### src/rtl/assert_macros.svh
// Assertion macros included by the RTL top module.
`ifndef ASSERT_MACROS_SVH
`define ASSERT_MACROS_SVH
`ifndef SYNTH
`define ASSERT_IMPLIES(label, clk, rst_n, a, c) \
    label: assert property (@(posedge clk) disable iff (!rst_n) (a) |-> (c)) \
        else $error("assertion failed");
`define ASSERT_NEXT(label, clk, rst_n, a, c) \
    label: assert property (@(posedge clk) disable iff (!rst_n) (a) |=> (c)) \
        else $error("assertion failed");
`else
`define ASSERT_IMPLIES(label, clk, rst_n, a, c)
`define ASSERT_NEXT(label, clk, rst_n, a, c)
`endif
`endif

### src/rtl/rrc_pkg.sv
`timescale 1ns / 1ps
`default_nettype none
package rrc_pkg;
    localparam int CW = 36;
    localparam int ZW = 34;
    localparam logic signed [CW-1:0] GAIN_Q30 = 36'sd652032874;
    localparam int ATAN_N = 24;
    localparam logic [31:0] ATAN_TURN32 [ATAN_N] = '{
        32'h20000000, 32'h12E4051E, 32'h09FB385B, 32'h051111D4,
        32'h028B0D43, 32'h0145D7E1, 32'h00A2F61E, 32'h00517C55,
        32'h0028BE53, 32'h00145F2F, 32'h000A2F98, 32'h000517CC,
        32'h00028BE6, 32'h000145F3, 32'h0000A2FA, 32'h0000517D,
        32'h000028BE, 32'h0000145F, 32'h00000A30, 32'h00000518,
        32'h0000028C, 32'h00000146, 32'h000000A3, 32'h00000051
    };
    localparam logic signed [63:0] POS_MAX = 64'sd1048575;
    localparam logic signed [63:0] POS_MIN = -64'sd1048576;

    typedef struct packed {
        logic signed [CW-1:0] hx;
        logic signed [CW-1:0] hy;
        logic signed [ZW-1:0] hz;
        logic signed [CW-1:0] vx;
        logic signed [CW-1:0] vy;
        logic signed [ZW-1:0] vz;
    } rrc_rot_t;
endpackage
`default_nettype wire

### src/rtl/rrc_cell.sv
`timescale 1ns / 1ps
`default_nettype none
module rrc_cell
    import rrc_pkg::*;
#(
    parameter int STAGE = 0
) (
    input  wire logic     clk,
    input  wire logic     en,
    input  wire rrc_rot_t din,
    output rrc_rot_t      dout
);
    rrc_rot_t dout_reg;
    rrc_rot_t dout_next;
    logic signed [ZW-1:0] at;

    assign at = ZW'($signed({1'b0, ATAN_TURN32[STAGE]}));

    always_comb
    begin
        dout_next = din;
        if (!din.hz[ZW-1])
        begin
            dout_next.hx = din.hx - (din.hy >>> STAGE);
            dout_next.hy = din.hy + (din.hx >>> STAGE);
            dout_next.hz = din.hz - at;
        end
        else
        begin
            dout_next.hx = din.hx + (din.hy >>> STAGE);
            dout_next.hy = din.hy - (din.hx >>> STAGE);
            dout_next.hz = din.hz + at;
        end
        if (!din.vz[ZW-1])
        begin
            dout_next.vx = din.vx - (din.vy >>> STAGE);
            dout_next.vy = din.vy + (din.vx >>> STAGE);
            dout_next.vz = din.vz - at;
        end
        else
        begin
            dout_next.vx = din.vx + (din.vy >>> STAGE);
            dout_next.vy = din.vy - (din.vx >>> STAGE);
            dout_next.vz = din.vz + at;
        end
    end

    always_ff @(posedge clk)
    begin
        if (en)
        begin
            dout_reg <= dout_next;
        end
    end

    assign dout = dout_reg;
endmodule
`default_nettype wire

### config.mk
export PLATFORM = sky130hd
export DESIGN_NAME = rrc_cell
export DESIGN_NICKNAME = d
export VERILOG_FILES = /design/src/rtl/assert_macros.svh /design/src/rtl/rrc_pkg.sv /design/src/rtl/rrc_cell.sv
export SDC_FILE = /design/constraint.sdc
export NUM_CORES = 1
export LEC_CHECK = 0
export ABC_AREA = 1
export BUFFER_PORTS_ARGS = -buffer_cell sky130_fd_sc_hd__buf_2
export CAP_MARGIN = 10
export CORE_MARGIN = 1.5
export CORE_UTILIZATION = 45
export CTS_CLUSTER_DIAMETER = 150
export DETAILED_ROUTE_END_ITERATION = 12
export PLACE_DENSITY = 0.71
export SYNTH_ARGS = -nofsm -noshare
export SYNTH_HDL_FRONTEND = slang
export SYNTH_SLANG_ARGS = --single-unit
### constraint.sdc
create_clock -name clk -period 2.2 [get_ports clk]
set_input_delay 0 -clock clk [delete_from_list [all_inputs] [get_ports clk]]
set_output_delay 0 -clock clk [all_outputs]
set_load 0.02 [all_outputs]
==> flow_metrics.tcl, run 1 <==
set metrics [dict create \
    area_delta_synth_final_pct 29.1 \
    crit_chain "dlygate4sd3_1 -> buf_2 -> inv_1 -> fa_1 -> inv_1 -> nand2_1 -> o211ai_1 -> nand2_1 -> nand2_1 -> nand2_1 -> nand2_1 -> nand2_1 -> nand3_1 -> nand2_1" \
    synth_ff_type "edfxtp_1" \
    firstDrtPassIters 7 \
    endpoint_kind "flip-flop" \
    ant_nets 0 \
    die_y_um 224 \
    drive_above_1_share_pct 22.2 \
    cp_slowest_stage_delay_ps 540 \
    largest_reg_flops 210 \
    mostFrequentLayoutCells "nand2_1 (908), inv_1 (452), buf_2 (424)" \
    fillCellCount 4616 \
    finalMaxSlewViolations 0 \
    die_area_um2 50100 \
    drt-wirelength-per-cell_um 17.7 \
    total_power_mw 16.5 \
    first_global_vias 23500 \
    hold_depth 6 \
    netlist_area_um2 21900 \
    clkPwrFrac_pct 25.9 \
    grt.met2_usage_pct 56.5 \
    mostFrequentLayoutCell "nand2_1" \
    route.detailed.drc 0 \
    grt_pass1_wl_mm 124 \
    setup_violations 0 \
    placed_cell_area_um2 26600 \
    max_freq_mhz 471 \
    regArea_um2 6310 \
    cts_tree "yes" \
    netSwitchingPower_mw 6.43 \
    drt_iter0_drc 1533 \
    wl_mm 81.7 \
    core_area_um2 47900 \
    min_period_ps 2130 \
    relSlewSlack_pct 61.9 \
    power_frac_comb_pct 42.3 \
    p_int_mw 10.0 \
    cts_made_buffers 26 \
    final_util_pct 59.1 \
    port_buffers 425 \
    ys_seq_elements 210 \
    grt_usage_pct 31.9 \
    synthCells 3247 \
    root_buffer "clkbuf_16" \
    seq_power_share_pct 31.8 \
    tightest_slew_ps 571 \
    synth_cell_types 44 \
    yosys.area.top_type "edfxtp_1" \
    hold_viol_final 0 \
    via_per_inst 5.18 \
    ys_top_cells_by_area "edfxtp_1 (29%), nand2_1 (16%), ha_1 (12%), inv_1 (7.7%), nand3_1 (6.8%)" \
    synth_top_area_share_pct 28.7 \
    grt_start_max_net_pins 72 \
    period_share_pct 96.6 \
    via_count 24000 \
    pwr_density_cell_nw_per_um2 581 \
    clk_pin_slew_ps 60 \
    cap_violations 0 \
    ir_drop_mv 0.527 \
    clock_sinks 210 \
    placementRows 80 \
    critPathMaxFanout 5 \
    p_leak_nw 14.6 \
    overflow 0 \
    cpMaxStageDelayCell "dlygate4sd3_1" \
    design_area_um2 28300 \
    crit_top_cell "nand2_1" \
    grt_use_met3_pct 3.07 \
    multi_input_area_um2 13300 \
    arrival_ps 2440 \
    cp.required_ps 2520 \
    grt_setup_unrepaired "false" \
    syn_nets 3685 \
    post-dp-hpwl_mm 67.4 \
    cp-start-kind "input port" \
    layout.nets 4429 \
    num_io_pins 426 \
    synth_edf_count 210 \
    grt_busiest_layer "met2" \
    chipWidth_um 224 \
    seq_area_frac_synth_pct 28.7 \
    cts_buffer_depth 3 \
    layout.cells.non_filler 4624 \
    synthArstFlopShare_pct 0 \
    gp_congestion 0.991 \
    yosysWarnings 0 \
    min_path_type "in -> reg" \
    initial_utilization_pct 45.8 \
    placed_cells 4494 \
    synth_area_per_cell_um2 6.76 \
    cts_max_level 1 \
    grt_use_met1_pct 38.3 \
    critPathKind "in -> reg" \
    status "complete, no violations" \
    p_sw_share_pct 39.1 \
    antenna_found_initial 2 \
]
==> path summary, 6_finish.rpt <==
path	start	end
min	din[211]	dout[211]
max	din[35]	dout[64]
==> cells in the mapped netlist, types with 6 or more instances <==
| master | number |
|---|---|
| a21oi_1 | 249 |
| edfxtp_1 | 210 |
| fa_1 | 8 |
| nand3_2 | 6 |
| buf_4 | 50 |
| o21ai_1 | 41 |
| nand2_2 | 18 |
| o211ai_1 | 9 |
| o21bai_1 | 17 |
| inv_2 | 27 |
| nand4_1 | 15 |
| a21oi_2 | 11 |
| or2_2 | 7 |
| nand3_1 | 300 |
| buf_2 | 11 |
| nor2_2 | 24 |
| buf_6 | 6 |
| nor2_1 | 287 |
| o21ai_2 | 6 |
| o22ai_1 | 14 |
| nand2_1 | 913 |
| o21ai_0 | 172 |
| a21o_1 | 17 |
| xor2_1 | 68 |
| inv_1 | 452 |
| clkbuf_1 | 20 |
| nor3_1 | 32 |
| ha_1 | 216 |
==> area by class of cell <==
class / count / area share [%]
antenna: 1 / 0.00883
clock buffer: 27 / 2.31
clock inverter: 18 / 0.685
inverter: 480 / 6.36
multi-input combinational: 2467 / 46.9
sequential: 210 / 22.3
tap: 615 / 2.72
timing repair buffer: 806 / 18.7
==> worst max-delay path: cells and delay by family <==
family                     cells  cell delay, ps
adders and majority gates      1             520
buffers and inverters          4             970
and+or+nand+nor                8             830
AOI/OAI and AO/OA              1             120
==> power groups by stage <==
stage | Clock, mW | Sequential [mW] | Combinational [mW]
after floorplan | 0 | 5.93 | 3.32
after global placement | 0 | 5.31 | 6.66
after detailed placement | 0 | 5.31 | 6.69
after CTS | 4.37 | 5.24 | 6.85
after global routing | 4.51 | 5.27 | 7.59
final | 4.26 | 5.24 | 6.95
==> metal layers <==
| layer | vias up | part of all wire (%) | routed length (um) |
|---|---|---|---|
| met3 | 199 | 5.1 | 4130 |
| met4 | 2 | 5.5 | 4510 |
| li1 | 12000 | - | - |
| met1 | 10900 | 41 | 33800 |
| met2 | 824 | 48 | 39300 |
| met5 | - | 0.015 | 12 |
==> per-stage QoR <==
| step | hold slack (ps) | TNS [ps] | worst slack (ps) |
|---|---|---|---|
| after global routing | 50.4 | 0 | 3.61 |
| after floorplan | 98.9 | 0 | 478 |
| after CTS | 2.26 | 0 | 56.7 |
| after detailed placement | 178 | -152 | -48.4 |
| after global placement | 177 | -158 | -82.6 |
| final | 16.2 | 0 | 74.9 |
==> timing repair <==
action | CTS | global route
endpoints found under the setup margin | 0 | 29
endpoints found under the hold margin | 128 | 0
resized for setup | 0 | 15
setup buffers | 0 | 1
hold buffers | 83 | 0
==> kinds of logic after synthesis <==
group / share of synthesized area, %
xor gates and xnor gates: 2.71
AOI/OAI and AO/OA: 13.5
adders and majority gates: 13.0
DFF: 28.7
and+or+nand+nor: 31.1
buffers and inverters: 10.9
Power figures use the tool's default switching activity.
==> run 2: changes to the inputs <==
Settings changed: ABC_AREA 1 to 0, PLACE_DENSITY 0.71 to 0.72.
==> run 2 against run 1 <==
The flow now finishes with violations (negative setup slack). Sequential share of layout area fell by 0.79 points. Die area fell by 14%. First-iteration DRC count rose by 14%. Core utilization rose by 13 points. Clock power fell by 7.0%. Worst hold slack got worse by 5.3 ps. Final cell count fell by 20%. Largest cell class unchanged.
==> flow_metrics.tcl, run 2 <==
set metrics [dict create \
    mostFrequentLayoutCells "buf_4 (613), buf_2 (405), a21oi_1 (215)" \
    synth_cell_types 91 \
    multi_input_area_um2 12800 \
    ir_drop_mv 0.561 \
    critPathMaxFanout 3 \
    largest_reg_flops 210 \
    cp.required_ps 2500 \
    core_area_um2 40900 \
    chipWidth_um 207 \
    tns_ps -909 \
    arrival_ps 2610 \
    antenna_found_initial 11 \
    hold_start "din[141]" \
    placementRows 74 \
    area_delta_synth_final_pct 56.6 \
    die_y_um 207 \
    hold_viol_final 0 \
    synthCells 2102 \
    mostFrequentLayoutCell "buf_4" \
    synth_area_per_cell_um2 8.92 \
    synth_edf_count 210 \
    num_io_pins 426 \
    drt-wirelength-per-cell_um 19.9 \
    cp-start-kind "input port" \
    relSlewSlack_pct 58.8 \
    regArea_um2 6310 \
    min_period_ps 2310 \
    yosysWarnings 0 \
    route.detailed.drc 0 \
    ys_top_cells_by_area "edfxtp_1 (34%), ha_1 (14%), a21oi_1 (7.1%), xnor2_1 (5.6%), inv_1 (4.3%)" \
    status "finished with violations" \
    post-dp-hpwl_mm 56.9 \
    cts_max_level 1 \
    ys_seq_elements 210 \
    cts_tree "yes" \
    gp_congestion 0.983 \
    overflow 0 \
    endpoint_kind "flip-flop" \
    grt_setup_unrepaired "true" \
    setup_violations 21 \
    cts_made_buffers 24 \
    finalMaxSlewViolations 0 \
    layout.nets 3599 \
    clk_pin_slew_ps 60 \
    tightest_slew_ps 618 \
    synth_common_cells "a21oi_1 (266), ha_1 (216), inv_1 (216)" \
    critPathKind "in -> reg" \
    first_global_vias 20900 \
    synthArstFlopShare_pct 0 \
    synth_top_area_share_pct 33.6 \
    fillCellCount 3082 \
    yosys.area.top_type "edfxtp_1" \
    drt_iter0_drc 1753 \
    pwr_density_cell_nw_per_um2 582 \
    via_count 20600 \
    syn_nets 2540 \
    die_area_um2 42900 \
    drive_above_1_share_pct 43.4 \
    design_area_um2 29400 \
    hold_depth 4 \
    layout.cells.non_filler 3717 \
    min_path_type "in -> reg" \
    whs_ps 10.9 \
    cap_violations 0 \
    placed_cells 3552 \
    grt_pass1_wl_mm 113 \
    netlist_area_um2 18700 \
    period_share_pct 105 \
    yosysMostFrequentCell "a21oi_1" \
    p_leak_nw 13.7 \
    cts_buffer_depth 3 \
    fin_ws_ps -114 \
    via_per_inst 5.53 \
    grt_start_max_net_pins 88 \
    port_buffers 425 \
    hold_path_end "dout[141]" \
    violations "negative setup slack" \
    synth_ff_type "edfxtp_1" \
    firstDrtPassIters 5 \
    ant_nets 0 \
    initial_utilization_pct 45.8 \
    seq_area_frac_synth_pct 33.6 \
    max_freq_mhz 432 \
    post-place-ws_ps -991 \
    wl_mm 74.1 \
    placed_cell_area_um2 26200 \
    root_buffer "clkbuf_16" \
    clock_sinks 210 \
    grt_usage_pct 32.7 \
]
[run 2: worst max-delay path by stage]
stage,cells after the start,to,from
after global routing,16,dout[168],din[176]
after global placement,12,dout[210],din[146]
after floorplan,12,dout[175],din[146]
final,15,dout[200],din[176]
after CTS,15,dout[164],din[176]
after detailed placement,12,dout[174],din[146]
[run 2: metal layers]
layer / GRT usage (%) / wire, um
met1: 40.3 / 29200
met2: 57.0 / 36500
met3: 4.94 / 5180
met4: 13.7 / 3150
met5: 0 / 53
[run 2: logic make-up after synthesis]
kind of cell,count (synthesis),synth area share [%]
xor gates and xnor gates,138,6.45
muxes,32,1.71
and+or+nand+nor,449,11.3
adders and majority gates,224,15.3
DFF,210,33.6
AOI/OAI and AO/OA,723,24.8
buffers and inverters,326,6.85
[run 2: metrics by stage]
step | total power, mW | util, %
after floorplan | 9.20 | -
after global placement | 12.3 | 64.1
after detailed placement | 12.4 | 64.1
after CTS | 16.7 | 69.6
after global routing | 17.8 | 71.7
final | 17.1 | 71.8
[run 2: cell type report]
type	instances	area share, %
diodes	7	0.0597
clock buffers	29	2.11
clock inverters	14	0.469
inverters	225	3.06
multi-input cells	1566	43.5
flip-flops and latches	210	21.5
well taps	532	2.27
repair buffers	1134	27.0
[run 2: what timing repair did]
action                                  CTS  global route
setup buffers                            26            22
endpoints found under the hold margin    75             0
resized for setup                       110           160
hold buffers                             74             0
endpoints found under the setup margin   45            65
pin swaps                                62           100
[run 2: critical path: stages]
cell	delay, ps
buf_8	110
ha_4	150
fa_2	340
nor2b_4	130
o211ai_1	220
nand4b_1	160
buf_6	170
buf_6	120
nand4_1	80
nand3_2	120
a21oi_4	210
o41ai_4	130
a211o_1	340
a21oi_2	200
xnor2_2	110
[run 2: power breakdown]
part / switching, mW / leakage (nW) / internal (mW)
Clock: 1.79 / 0.365 / 2.16
Sequential: 0.189 / 2.06 / 5.17
Combinational: 4.36 / 11.3 / 3.43
Total: 6.34 / 13.7 / 10.8
==> run 3: changes to the inputs <==
Settings changed: CORE_ASPECT_RATIO set to 1.2.
==> run 3 against run 2 <==
Sequential cell count did not move. The run still ends with negative setup slack left. Critical endpoint is now dout[184]. Core utilization barely moved. Sequential power about the same. Critical path type unchanged. Critical path depth grew 7. Wire length rose by 2.4%. Largest cell class unchanged. Via count rose by 0.21%.
==> flow_metrics.tcl, run 3 (synthesis gave the netlist of run 2 again) <==
set metrics [dict create \
    post-dp-hpwl_mm 58.4 \
    gp_congestion 0.978 \
    route.detailed.drc 0 \
    clk_pin_slew_ps 60 \
    port_buffers 425 \
    hold_depth 4 \
    cts_made_buffers 24 \
    chipWidth_um 189 \
    cap_violations 0 \
    setup_violations 26 \
    min_path_type "in -> reg" \
    firstDrtPassIters 5 \
    core_area_um2 40900 \
    min_period_ps 2420 \
    clock_sinks 210 \
    grt_usage_pct 33.8 \
    die_area_um2 42900 \
    total_power_mw 17.4 \
    via_per_inst 5.52 \
    cpMaxStageDelayCell "fa_2" \
    drt_iter0_drc 1344 \
    relSlewSlack_pct 46.8 \
    drt-wirelength-per-cell_um 20.3 \
    final_util_pct 71.8 \
    layout.cells.non_filler 3732 \
    path_buf_inv 11 \
    max_freq_mhz 413 \
    finalMaxSlewViolations 0 \
    arrival_ps 2730 \
    cts_max_level 1 \
    p_leak_nw 13.8 \
    wl_mm 75.9 \
    cts_buffer_depth 3 \
    via_count 20600 \
    post-place-ws_ps -868 \
    mostFrequentLayoutCells "buf_4 (619), buf_2 (412), a21oi_1 (218)" \
    area_delta_synth_final_pct 56.7 \
    tns_ps -2970 \
    cp.required_ps 2510 \
    die_y_um 227 \
    hold_start "din[175]" \
    grt_setup_unrepaired "true" \
    cp-start-kind "input port" \
    violations "negative setup slack" \
    grt_start_max_net_pins 71 \
    num_io_pins 426 \
    crit_top_cell "buf_4" \
    hold_path_end "dout[211]" \
    endpoint_kind "flip-flop" \
    tightest_slew_ps 797 \
    hold_viol_final 0 \
    critPathKind "in -> reg" \
    ant_nets 0 \
    placed_cells 3545 \
    critPathMaxFanout 3 \
    period_share_pct 110 \
    mostFrequentLayoutCell "buf_4" \
    crit_chain "buf_12 -> ha_4 -> fa_2 -> nor2b_4 -> o211ai_1 -> buf_4 -> buf_4 -> buf_4 -> buf_4 -> buf_4 -> buf_4 -> buf_4 -> buf_4 -> buf_4 -> buf_4 -> nand2_2 -> nor2_4 -> nand2_2 -> nand2_2 -> nor2_1 -> a31o_2 -> xnor2_1" \
    pwr_density_cell_nw_per_um2 591 \
    status "finished with violations" \
    cp_slowest_stage_delay_ps 390 \
    cts_tree "yes" \
    placementRows 81 \
    largest_reg_flops 210 \
    overflow 0 \
    first_global_vias 21000 \
    root_buffer "clkbuf_16" \
    antenna_found_initial 3 \
    grt_pass1_wl_mm 112 \
    initial_utilization_pct 45.8 \
    ir_drop_mv 0.602 \
    layout.nets 3610 \
    drive_above_1_share_pct 43.2 \
    fin_ws_ps -223 \
    cp_top_family "buffers and inverters" \
]
## run 3: changes by cell type in the layout (fill, tap and decap cells not counted), moves of 5 or more
| cell | previous run | this run |
|---|---|---|
| buf_4 | 613 | 619 |
| a31oi_2 | 1 | 6 |
| buf_2 | 405 | 412 |
| a211oi_1 | 14 | 19 |
| buf_6 | 26 | 19 |
| o21ai_2 | 12 | 17 |
| inv_1 | 190 | 195 |
## run 3: final cells by class
type                       count  area (um^2)
antenna                        3         7.51
clock buffer                  26          608
clock inverter                18          181
fill                        3172        11600
inverter                     225          893
multi-input combinational   1566        12700
sequential                   210         6310
tap                          539          674
timing repair buffer        1145         8010
## run 3: worst max-delay path by stage
| stage | to | from | cells after the start |
|---|---|---|---|
| floorplan | dout[175] | din[146] | 12 |
| global placement | dout[210] | din[146] | 11 |
| detailed placement | dout[210] | din[146] | 11 |
| CTS | dout[174] | din[176] | 13 |
| global route | dout[168] | din[176] | 16 |
| finish | dout[184] | din[176] | 22 |
## run 3: stage by stage
step	cell area, um^2	hold slack, ps
after floorplan	19500	98.9
after global placement	26200	176
after detailed placement	26200	179
after CTS	28500	11.8
after global routing	29400	32.0
final	29400	51.3
## run 3: timing repair
item                       in CTS  in global routing
hold buffers                   77                  0
hold endpoints to repair      110                  0
setup buffers                  29                 37
setup endpoints to repair      52                 71
cloned                          0                  1
pin swaps                      61                 98
resized for setup             111                143
## run 3: layer usage
metal | vias to the layer above | GRT usage, % | routed length, um
li1 | 9653 | - | -
met5 | - | 0 | 0
met2 | 921 | 62.6 | 38500
met1 | 9809 | 39.0 | 29100
met4 | 0 | 14.7 | 3730
met3 | 230 | 3.90 | 4610
## run 3: power by group
| group | internal (mW) | total [mW] | switching (mW) |
|---|---|---|---|
| Clock | 2.27 | 4.16 | 1.89 |
| Sequential | 5.17 | 5.38 | 0.207 |
| Combinational | 3.46 | 7.83 | 4.38 |
